<file path="src/hdl/lgs_pkg.sv">
`timescale 1ns / 1ps

package lgs_pkg;

   // Configuration register indexes
   typedef enum logic [0:0] {
      CSR_GRID_WIDTH  = 1'b0,
      CSR_GRID_HEIGHT = 1'b1
   } csr_index_type;

   localparam int CSR_DATA_W  = 11;
   localparam int COORD_W     = 10;
   localparam int GREEN_W     = 8;
   localparam int COUNT_W     = 5;   // weighted count 0..16
   localparam int MIN_SIZE    = 3;
   localparam int CENTRE_WEIGHT = 8;

   // Weighted counts that give a live cell: born on 3, survive on 2 or 3
   localparam logic [COUNT_W-1:0] COUNT_BORN       = 5'd3;
   localparam logic [COUNT_W-1:0] COUNT_SURVIVE_LO = 5'd10;
   localparam logic [COUNT_W-1:0] COUNT_SURVIVE_HI = 5'd11;

   // Line store entry layout
   localparam int LINE_W     = 2;
   localparam int LINE_UPPER = 1;
   localparam int LINE_MID   = 0;

   // Per-cell sideband carried through the stencil stage
   typedef struct packed {
      logic               alive;
      logic               interior;
      logic               last;
      logic [COORD_W-1:0] column;
      logic [COORD_W-1:0] row;
   } stage_type;

   function automatic logic [GREEN_W-1:0] green_of(input logic [COUNT_W-1:0] count);
      logic [GREEN_W-1:0] level;
      case (count)
         5'd0, 5'd7:          level = 8'h00;
         5'd1, 5'd8:          level = 8'h40;
         5'd2, 5'd9:          level = 8'h60;
         5'd3, 5'd10:         level = 8'h80;
         5'd4, 5'd11:         level = 8'hA0;
         5'd5, 5'd12:         level = 8'hC0;
         5'd6, 5'd13:         level = 8'hE0;
         5'd14, 5'd15, 5'd16: level = 8'hFF;
         default:             level = 8'h00;
      endcase
      return level;
   endfunction

endpackage

</file>
<file path="src/hdl/lgs_ram.sv">
`timescale 1ns / 1ps

module lgs_ram #(
   parameter int WIDTH = 2,
   parameter int DEPTH = 1024
) (
   input  logic                     clock,
   input  logic                     wr_en,
   input  logic [$clog2(DEPTH)-1:0] wr_addr,
   input  logic [WIDTH-1:0]         wr_data,
   input  logic                     rd_en,
   input  logic [$clog2(DEPTH)-1:0] rd_addr,
   output logic [WIDTH-1:0]         rd_data
);

   logic [WIDTH-1:0] mem_ff [DEPTH];
   logic [WIDTH-1:0] rd_data_ff;

   always_ff @(posedge clock) begin
      if (wr_en) begin
         mem_ff[wr_addr] <= wr_data;
      end
      if (rd_en) begin
         rd_data_ff <= mem_ff[rd_addr];
      end
   end

   assign rd_data = rd_data_ff;

endmodule

</file>
<file path="src/hdl/lgs_stencil.sv">
`timescale 1ns / 1ps

module lgs_stencil import lgs_pkg::*; (
   input  logic               clock,
   input  logic               reset,
   input  logic               restart,
   input  logic               advance,
   input  logic               bottom,
   input  logic               top,
   input  logic               mid,
   output logic               next_alive,
   output logic [GREEN_W-1:0] green_level
);

   // bit0 top, bit1 middle, bit2 bottom; low triple is the left column
   logic [5:0]         window_ff;
   logic [5:0]         window_in;
   logic [2:0]         new_col;
   logic [2:0]         left_col;
   logic [2:0]         centre_col;
   logic [COUNT_W-1:0] count;

   assign new_col    = {bottom, mid, top};
   assign left_col   = window_ff[2:0];
   assign centre_col = window_ff[5:3];

   assign count = COUNT_W'(left_col[0]) + COUNT_W'(left_col[1]) + COUNT_W'(left_col[2])
                + COUNT_W'(new_col[0]) + COUNT_W'(new_col[1]) + COUNT_W'(new_col[2])
                + COUNT_W'(centre_col[0]) + COUNT_W'(centre_col[2])
                + (centre_col[1] ? COUNT_W'(CENTRE_WEIGHT) : COUNT_W'(0));

   assign next_alive  = count inside {COUNT_BORN, COUNT_SURVIVE_LO, COUNT_SURVIVE_HI};
   assign green_level = green_of(count);

   always_comb begin
      window_in = window_ff;
      if (restart) begin
         window_in = '0;
      end else if (advance) begin
         window_in = {new_col, centre_col};
      end
   end

   always_ff @(posedge clock) begin
      if (reset) begin
         window_ff <= '0;
      end else begin
         window_ff <= window_in;
      end
   end

endmodule

</file>
<file path="src/hdl/life_generation_stencil.sv">
`timescale 1ns / 1ps

// Channel  Dir  Handshake           Word
// req_     in   req_valid/req_stall  req_cell_alive
// rsp_     out  rsp_valid/rsp_stall  rsp_next_alive, rsp_green_level, rsp_cell_column,
//                                    rsp_cell_row, rsp_frame_last
// csr_     in   csr_valid/csr_ready  csr_index, csr_data
//
// One cell word per clock sustained while rsp_stall is low.
// Each result passes the registered read of the line store RAM, then the result register.
// Synchronous active-high reset clears counters, window and valids; the line store
// is not cleared, as rows 0 and 1 of each generation fill it before a read of it feeds a result.
// Output stall backs up through the stencil stage to req_stall; the output
// register lets a new cell in while a finished word waits.
module life_generation_stencil import lgs_pkg::*; #(
   parameter int MAX_WIDTH  = 1024,
   parameter int MAX_HEIGHT = 1024
) (
   input  logic                  clock,
   input  logic                  reset,
   // cell stream
   input  logic                  req_valid,
   output logic                  req_stall,
   input  logic                  req_cell_alive,
   // result stream
   output logic                  rsp_valid,
   input  logic                  rsp_stall,
   output logic                  rsp_next_alive,
   output logic [GREEN_W-1:0]    rsp_green_level,
   output logic [COORD_W-1:0]    rsp_cell_column,
   output logic [COORD_W-1:0]    rsp_cell_row,
   output logic                  rsp_frame_last,
   // register writes
   input  logic                  csr_valid,
   output logic                  csr_ready,
   input  csr_index_type         csr_index,
   input  logic [CSR_DATA_W-1:0] csr_data
);

   localparam int COL_W = $clog2(MAX_WIDTH);
   localparam int ROW_W = $clog2(MAX_HEIGHT);
   // Reset size is 1024, clamped to the build limits
   localparam int RST_W_LAST = (1024 > MAX_WIDTH)  ? MAX_WIDTH - 1  : 1023;
   localparam int RST_H_LAST = (1024 > MAX_HEIGHT) ? MAX_HEIGHT - 1 : 1023;

   // ---------------- configuration: stored as clamped last index ----------
   logic [COL_W-1:0] w_last_ff, w_last_in;
   logic [ROW_W-1:0] h_last_ff, h_last_in;
   logic             csr_write;
   logic [CSR_DATA_W-1:0] csr_m1;

   assign csr_ready = 1'b1;
   assign csr_write = csr_valid & csr_ready;
   assign csr_m1    = csr_data - CSR_DATA_W'(1);

   always_comb begin
      w_last_in = w_last_ff;
      h_last_in = h_last_ff;
      if (csr_write) begin
         case (csr_index)
            CSR_GRID_WIDTH: begin
               if (32'(csr_data) < MIN_SIZE) begin
                  w_last_in = COL_W'(MIN_SIZE - 1);
               end else if (32'(csr_data) > MAX_WIDTH) begin
                  w_last_in = COL_W'(MAX_WIDTH - 1);
               end else begin
                  w_last_in = COL_W'(csr_m1);
               end
            end
            CSR_GRID_HEIGHT: begin
               if (32'(csr_data) < MIN_SIZE) begin
                  h_last_in = ROW_W'(MIN_SIZE - 1);
               end else if (32'(csr_data) > MAX_HEIGHT) begin
                  h_last_in = ROW_W'(MAX_HEIGHT - 1);
               end else begin
                  h_last_in = ROW_W'(csr_m1);
               end
            end
            default: begin
               w_last_in = w_last_ff;
            end
         endcase
      end
   end

   // ---------------- handshake ----------------
   logic s1_valid_ff, s1_valid_in;
   logic rsp_valid_ff, rsp_valid_in;
   logic req_accept, s1_advance, rsp_taken;

   assign rsp_taken  = rsp_valid_ff & ~rsp_stall;
   assign s1_advance = s1_valid_ff & (~rsp_valid_ff | ~rsp_stall);
   assign req_stall  = s1_valid_ff & ~s1_advance;
   assign req_accept = req_valid & ~req_stall;

   // ---------------- raster position ----------------
   logic [COL_W-1:0] col_ff, col_in, col_m1;
   logic [ROW_W-1:0] row_ff, row_in, row_m1;
   logic             col_end, row_end;

   assign col_end = (col_ff == w_last_ff);
   assign row_end = (row_ff == h_last_ff);
   assign col_m1  = col_ff - COL_W'(1);
   assign row_m1  = row_ff - ROW_W'(1);

   always_comb begin
      col_in = col_ff;
      row_in = row_ff;
      if (csr_write) begin
         col_in = '0;
         row_in = '0;
      end else if (req_accept) begin
         if (col_end) begin
            col_in = '0;
            row_in = row_end ? '0 : row_ff + ROW_W'(1);
         end else begin
            col_in = col_ff + COL_W'(1);
         end
      end
   end

   // ---------------- stage 1: line store read in flight ----------------
   stage_type        s1_ff, s1_in;
   logic [COL_W-1:0] s1_addr_ff;

   always_comb begin
      s1_in.alive    = req_cell_alive;
      // interior cell sits one up and one left of the incoming cell
      s1_in.interior = (col_ff >= COL_W'(2)) && (row_ff >= ROW_W'(2));
      s1_in.last     = col_end & row_end;
      s1_in.column   = COORD_W'(col_m1);
      s1_in.row      = COORD_W'(row_m1);
   end

   always_comb begin
      s1_valid_in = s1_valid_ff;
      if (req_accept) begin
         s1_valid_in = 1'b1;
      end else if (s1_advance) begin
         s1_valid_in = 1'b0;
      end
   end

   // Both line stores share one entry: upper row and middle row of a column.
   // Read on accept, written back shifted when the cell leaves stage 1. The
   // same column is not read again until a full row later, so no bypass.
   logic [LINE_W-1:0] line_rd;
   logic              line_top, line_mid;

   assign line_top = line_rd[LINE_UPPER];
   assign line_mid = line_rd[LINE_MID];

   lgs_ram #(
      .WIDTH (LINE_W),
      .DEPTH (MAX_WIDTH)
   ) u_line_ram (
      .clock   (clock),
      .wr_en   (s1_advance),
      .wr_addr (s1_addr_ff),
      .wr_data ({line_mid, s1_ff.alive}),
      .rd_en   (req_accept),
      .rd_addr (col_ff),
      .rd_data (line_rd)
   );

   logic               st_alive;
   logic [GREEN_W-1:0] st_green;

   lgs_stencil u_stencil (
      .clock       (clock),
      .reset       (reset),
      .restart     (csr_write),
      .advance     (s1_advance),
      .bottom      (s1_ff.alive),
      .top         (line_top),
      .mid         (line_mid),
      .next_alive  (st_alive),
      .green_level (st_green)
   );

   // ---------------- result register ----------------
   logic               out_alive_ff;
   logic [GREEN_W-1:0] out_green_ff;
   logic [COORD_W-1:0] out_col_ff, out_row_ff;
   logic               out_last_ff;

   always_comb begin
      rsp_valid_in = rsp_valid_ff;
      if (s1_advance) begin
         rsp_valid_in = s1_ff.interior;   // edge cells give no word
      end else if (rsp_taken) begin
         rsp_valid_in = 1'b0;
      end
   end

   always_ff @(posedge clock) begin
      if (reset) begin
         w_last_ff    <= COL_W'(RST_W_LAST);
         h_last_ff    <= ROW_W'(RST_H_LAST);
         col_ff       <= '0;
         row_ff       <= '0;
         s1_valid_ff  <= 1'b0;
         rsp_valid_ff <= 1'b0;
      end else begin
         w_last_ff    <= w_last_in;
         h_last_ff    <= h_last_in;
         col_ff       <= col_in;
         row_ff       <= row_in;
         s1_valid_ff  <= s1_valid_in;
         rsp_valid_ff <= rsp_valid_in;
      end
   end

   always_ff @(posedge clock) begin
      if (req_accept) begin
         s1_ff      <= s1_in;
         s1_addr_ff <= col_ff;
      end
      if (s1_advance) begin
         out_alive_ff <= st_alive;
         out_green_ff <= st_green;
         out_col_ff   <= s1_ff.column;
         out_row_ff   <= s1_ff.row;
         out_last_ff  <= s1_ff.last;
      end
   end

   assign rsp_valid       = rsp_valid_ff;
   assign rsp_next_alive  = out_alive_ff;
   assign rsp_green_level = out_green_ff;
   assign rsp_cell_column = out_col_ff;
   assign rsp_cell_row    = out_row_ff;
   assign rsp_frame_last  = out_last_ff;

endmodule

</file>
<file path="config.mk">
export PLATFORM = sky130hd
export DESIGN_NAME = life_generation_stencil
export DESIGN_NICKNAME = d
export VERILOG_FILES = /design/src/hdl/lgs_pkg.sv /design/src/hdl/lgs_ram.sv /design/src/hdl/lgs_stencil.sv /design/src/hdl/life_generation_stencil.sv
export SDC_FILE = /design/constraint.sdc
export NUM_CORES = 2
export LEC_CHECK = 0
export ABC_AREA = 0
export BUFFER_PORTS_ARGS = -buffer_cell sky130_fd_sc_hd__buf_2
export CORE_ASPECT_RATIO = 0.7
export CORE_MARGIN = 2
export CORE_UTILIZATION = 57
export DETAILED_ROUTE_END_ITERATION = 12
export PLACE_DENSITY = 0.73
export SYNTH_ARGS = -nofsm -noshare
export SYNTH_HDL_FRONTEND = slang
export SYNTH_SLANG_ARGS = --single-unit
</file>
<file path="constraint.sdc">
create_clock -name clock -period 14.64 [get_ports clock]
set_clock_uncertainty 0.05 [all_clocks]
set_input_delay 1.464 -clock clock [delete_from_list [all_inputs] [get_ports clock]]
set_output_delay 1.464 -clock clock [all_outputs]
set_load 0.02 [all_outputs]
</file>
==> results.tsv <==
metric	value	unit
Hold Buf Count CTS	0	
Sw Ratio	20.6	%
maximum VDD drop	133	uV
Synth warnings	0	
initial drt markers	10293	
H-tree Lvls	4	
overall power	12.3	mW
Clk network pwr share	41.5	%
clk sinks	2157	
unrepaired setup endpoints after global routing	false	
post_cts resized	0	
Setup violations, final	0	
Comb pwr share	3.1	%
Synth area leader	edfxtp_1	
register area share after synthesis	72.8	%
crit path capture type	flop	
Achievable Freq	168	MHz
WL per Instance	34.3	um
Synth Instances	5190	
uppermost layer routed	met5	
Die W	475	um
full die area	158000	sq um
number of global-route vias before repair	49099	
Starting Density	57.6	%
TritonRoute pass-1 iters	8	
area share of the largest cell type after synthesis	71.7	%
clk_lat worst skew	0.84	ns
met2 WL	108000	um
core region area	153000	sq um
fraction of layout cells with a size suffix above 1	19.3	%
GPL Wtd Cong	0.915	
WL met3	42200	um
first-pass GRT wire length	359000	um
Psw	2.52	mW
Ports	51	
Crit Path Max Fanout	49	
syn nets	5226	
PwrDens	127	nW/um^2
final WL	254000	um
Flop pwr share	55.4	%
placed instance area	90600	sq um
Max Slew Vio Count	0	
mapped cell area	88400	sq um
Inserted Clock Buffers	187	
Routed Antenna Nets	0	
CTS tree	done	
row count	120	
run status	complete, but fails checks	
initial antenna violation count	21	
Avg Cell Area, Syn	17.0	sq um
setup TNS	0	ns
Final nets	5192	
Worst EP required	15.17	ns
gr usage total	32.1	%
Internal Pwr Total	9.73	mW
period utilization	40.7	%
worst setup path category	flop to flop	
most frequent cells in the layout	edfxtp_1 (2109), nor2_1 (1100), mux4_2 (473)	
Crit path arrival time	6.48	ns
Root Buffer	clkbuf_16	
clk buf depth	3	
leading post-synthesis cells by cell area	edfxtp_1 (72%), mux4_2 (12%), nor2_1 (4.7%)	
M1 WL	92900	um
Slew HR	0.743	%
Distinct cells, synth	77	
Static Leak	28.8	nW
Via density	6.94	
Main synth FF type	edfxtp_1	
Vias	51318	
DRC errors left	0	
clk slew on worst S/H paths	0.07	ns
post-synthesis async set-or-reset flop share	0	%
Post-synth EDFFs	2109	
worst hold path class	flop to flop	
Final Core Density	63.1	%
total gr overflow	0	
Worst-Margin Slew	1.49	ns
Period minus WS final	5.95	ns
synthesis-stage register bit count	2157	
most common cell after layout, fill and taps aside	edfxtp_1	
Max Cap Violations	1	
area delta synth->final	9.57	%
dpl hpwl	143000	um
largest net degree at the start of global routing	260	
PortBufs	49	
Final Hold Viols	0	
violated checks	max-capacitance violations	
fin area	96800	sq um
Post-CTS Setup Inserts	0	
Worst Setup Start Kind	flop	
die height	333	um
==> logic make-up (layout without fill, tap and decap cells) <==
kind of cell | after synthesis | after routing | synth area share (%)
AND/OR/NAND/NOR | 1494 | 1494 | 6.89
flip-flops | 2157 | 2157 | 72.8
other | 1 | 9 | 0.00424
buffers and inverters | 448 | 572 | 2.47
multiplexers | 623 | 623 | 13.9
AO/OA/AOI/OAI | 388 | 388 | 3.11
adder cells (fa/ha/maj) | 18 | 18 | 0.289
XOR/XNOR | 61 | 61 | 0.605
==> routing by layer <==
metal  vias to the layer above  track usage [%]
li1                      20127                -
met4                        16             11.5
met5                         -                0
met2                      4235             44.5
met3                       634             12.2
met1                     26306             47.0
==> power groups by stage <==
stage	Combinational, mW	Clock [mW]	Sequential (mW)
after floorplan	0.219	0	7.05
after CTS	0.376	5.10	6.79
after global routing	0.404	5.34	6.79
final	0.382	5.08	6.79
after detailed placement	0.374	0	6.92
after global placement	0.371	0	6.92
==> metrics by stage <==
stage / setup slack [ns] / hold WS, ns / instances
floorplan: -1.28 / 0.350 / 5190
global placement: 8.65 / 0.351 / 7041
detailed placement: 8.62 / 0.355 / 7041
CTS: 8.60 / 0.361 / 7388
global route: 8.22 / 0.376 / 7389
finish: 8.69 / 0.368 / 7396
==> Yosys cell counts (7+ instances only) <==
| cell type | instances |
|---|---|
| a22oi_1 | 115 |
| o21ai_1 | 9 |
| mux2_2 | 7 |
| a211o_1 | 23 |
| nand4_1 | 25 |
| nor3_1 | 26 |
| nand3_1 | 70 |
| mux4_2 | 473 |
| mux2i_1 | 137 |
| a211oi_1 | 12 |
| nor2_1 | 1106 |
| edfxtp_1 | 2109 |
| buf_4 | 22 |
| nand2_1 | 169 |
| o21ai_0 | 40 |
| xnor2_1 | 25 |
| a22o_1 | 10 |
| and3_1 | 8 |
| buf_6 | 38 |
| nor4_1 | 12 |
| clkbuf_1 | 254 |
| a221oi_1 | 22 |
| nand2b_1 | 12 |
| ha_1 | 14 |
| nor3b_1 | 8 |
| inv_1 | 26 |
| nor2b_1 | 18 |
| buf_2 | 68 |
| a32oi_1 | 8 |
| xor2_1 | 36 |
| and2_1 | 10 |
| o211ai_1 | 18 |
| a21oi_1 | 56 |
| dfxtp_1 | 48 |
| a31oi_1 | 17 |
| or2_2 | 7 |
| buf_1 | 31 |
| o22ai_1 | 22 |
==> final cells by class <==
class	count	area [sq um]
clock buffer	221	4960
tap	2074	2590
fill	10605	56600
clock inverter	126	1250
timing repair buffer	195	1420
antenna	8	20.0
inverter	30	115
sequential	2157	64300
multi-input combinational	2585	22100
==> sequential cells by signal (all words and copies together) (netlist names) <==
signal and cells:
rsp_green_level 4, rsp_frame_last 1, u_stencil.window_ff 6, w_last_ff 10
s1_ff 23, u_line_ram.rd_data 2, rsp_next_alive 1, h_last_ff 10
col_ff 10, row_ff 10, rsp_cell_row 10, u_line_ram.mem_ff 2048
s1_valid_ff 1, rsp_valid 1, rsp_cell_column 10, s1_addr_ff 10
==> path summary, 6_finish.rpt <==
path	from	end	slack, ns	depth (start not counted)
hold reg to reg	s1_ff[19]	rsp_cell_column[9]	0.37	0
setup / recovery	col_ff[0]	u_line_ram.rd_data[0]	8.69	11
setup reg to reg	col_ff[0]	u_line_ram.rd_data[0]	8.69	11
hold / removal	s1_ff[19]	rsp_cell_column[9]	0.37	0
==> critical path, stage by stage, from the launching register on <==
cell	delay, ns
dfxtp_4	0.97
buf_4	0.82
buf_4	0.69
buf_4	0.85
mux4_2	0.61
a22oi_1	0.25
nand3_1	0.19
a2111oi_2	0.42
a211oi_1	0.16
nor3_1	0.21
nor2_1	0.08
a32o_1	0.25
Power figures use the tool's default switching activity.
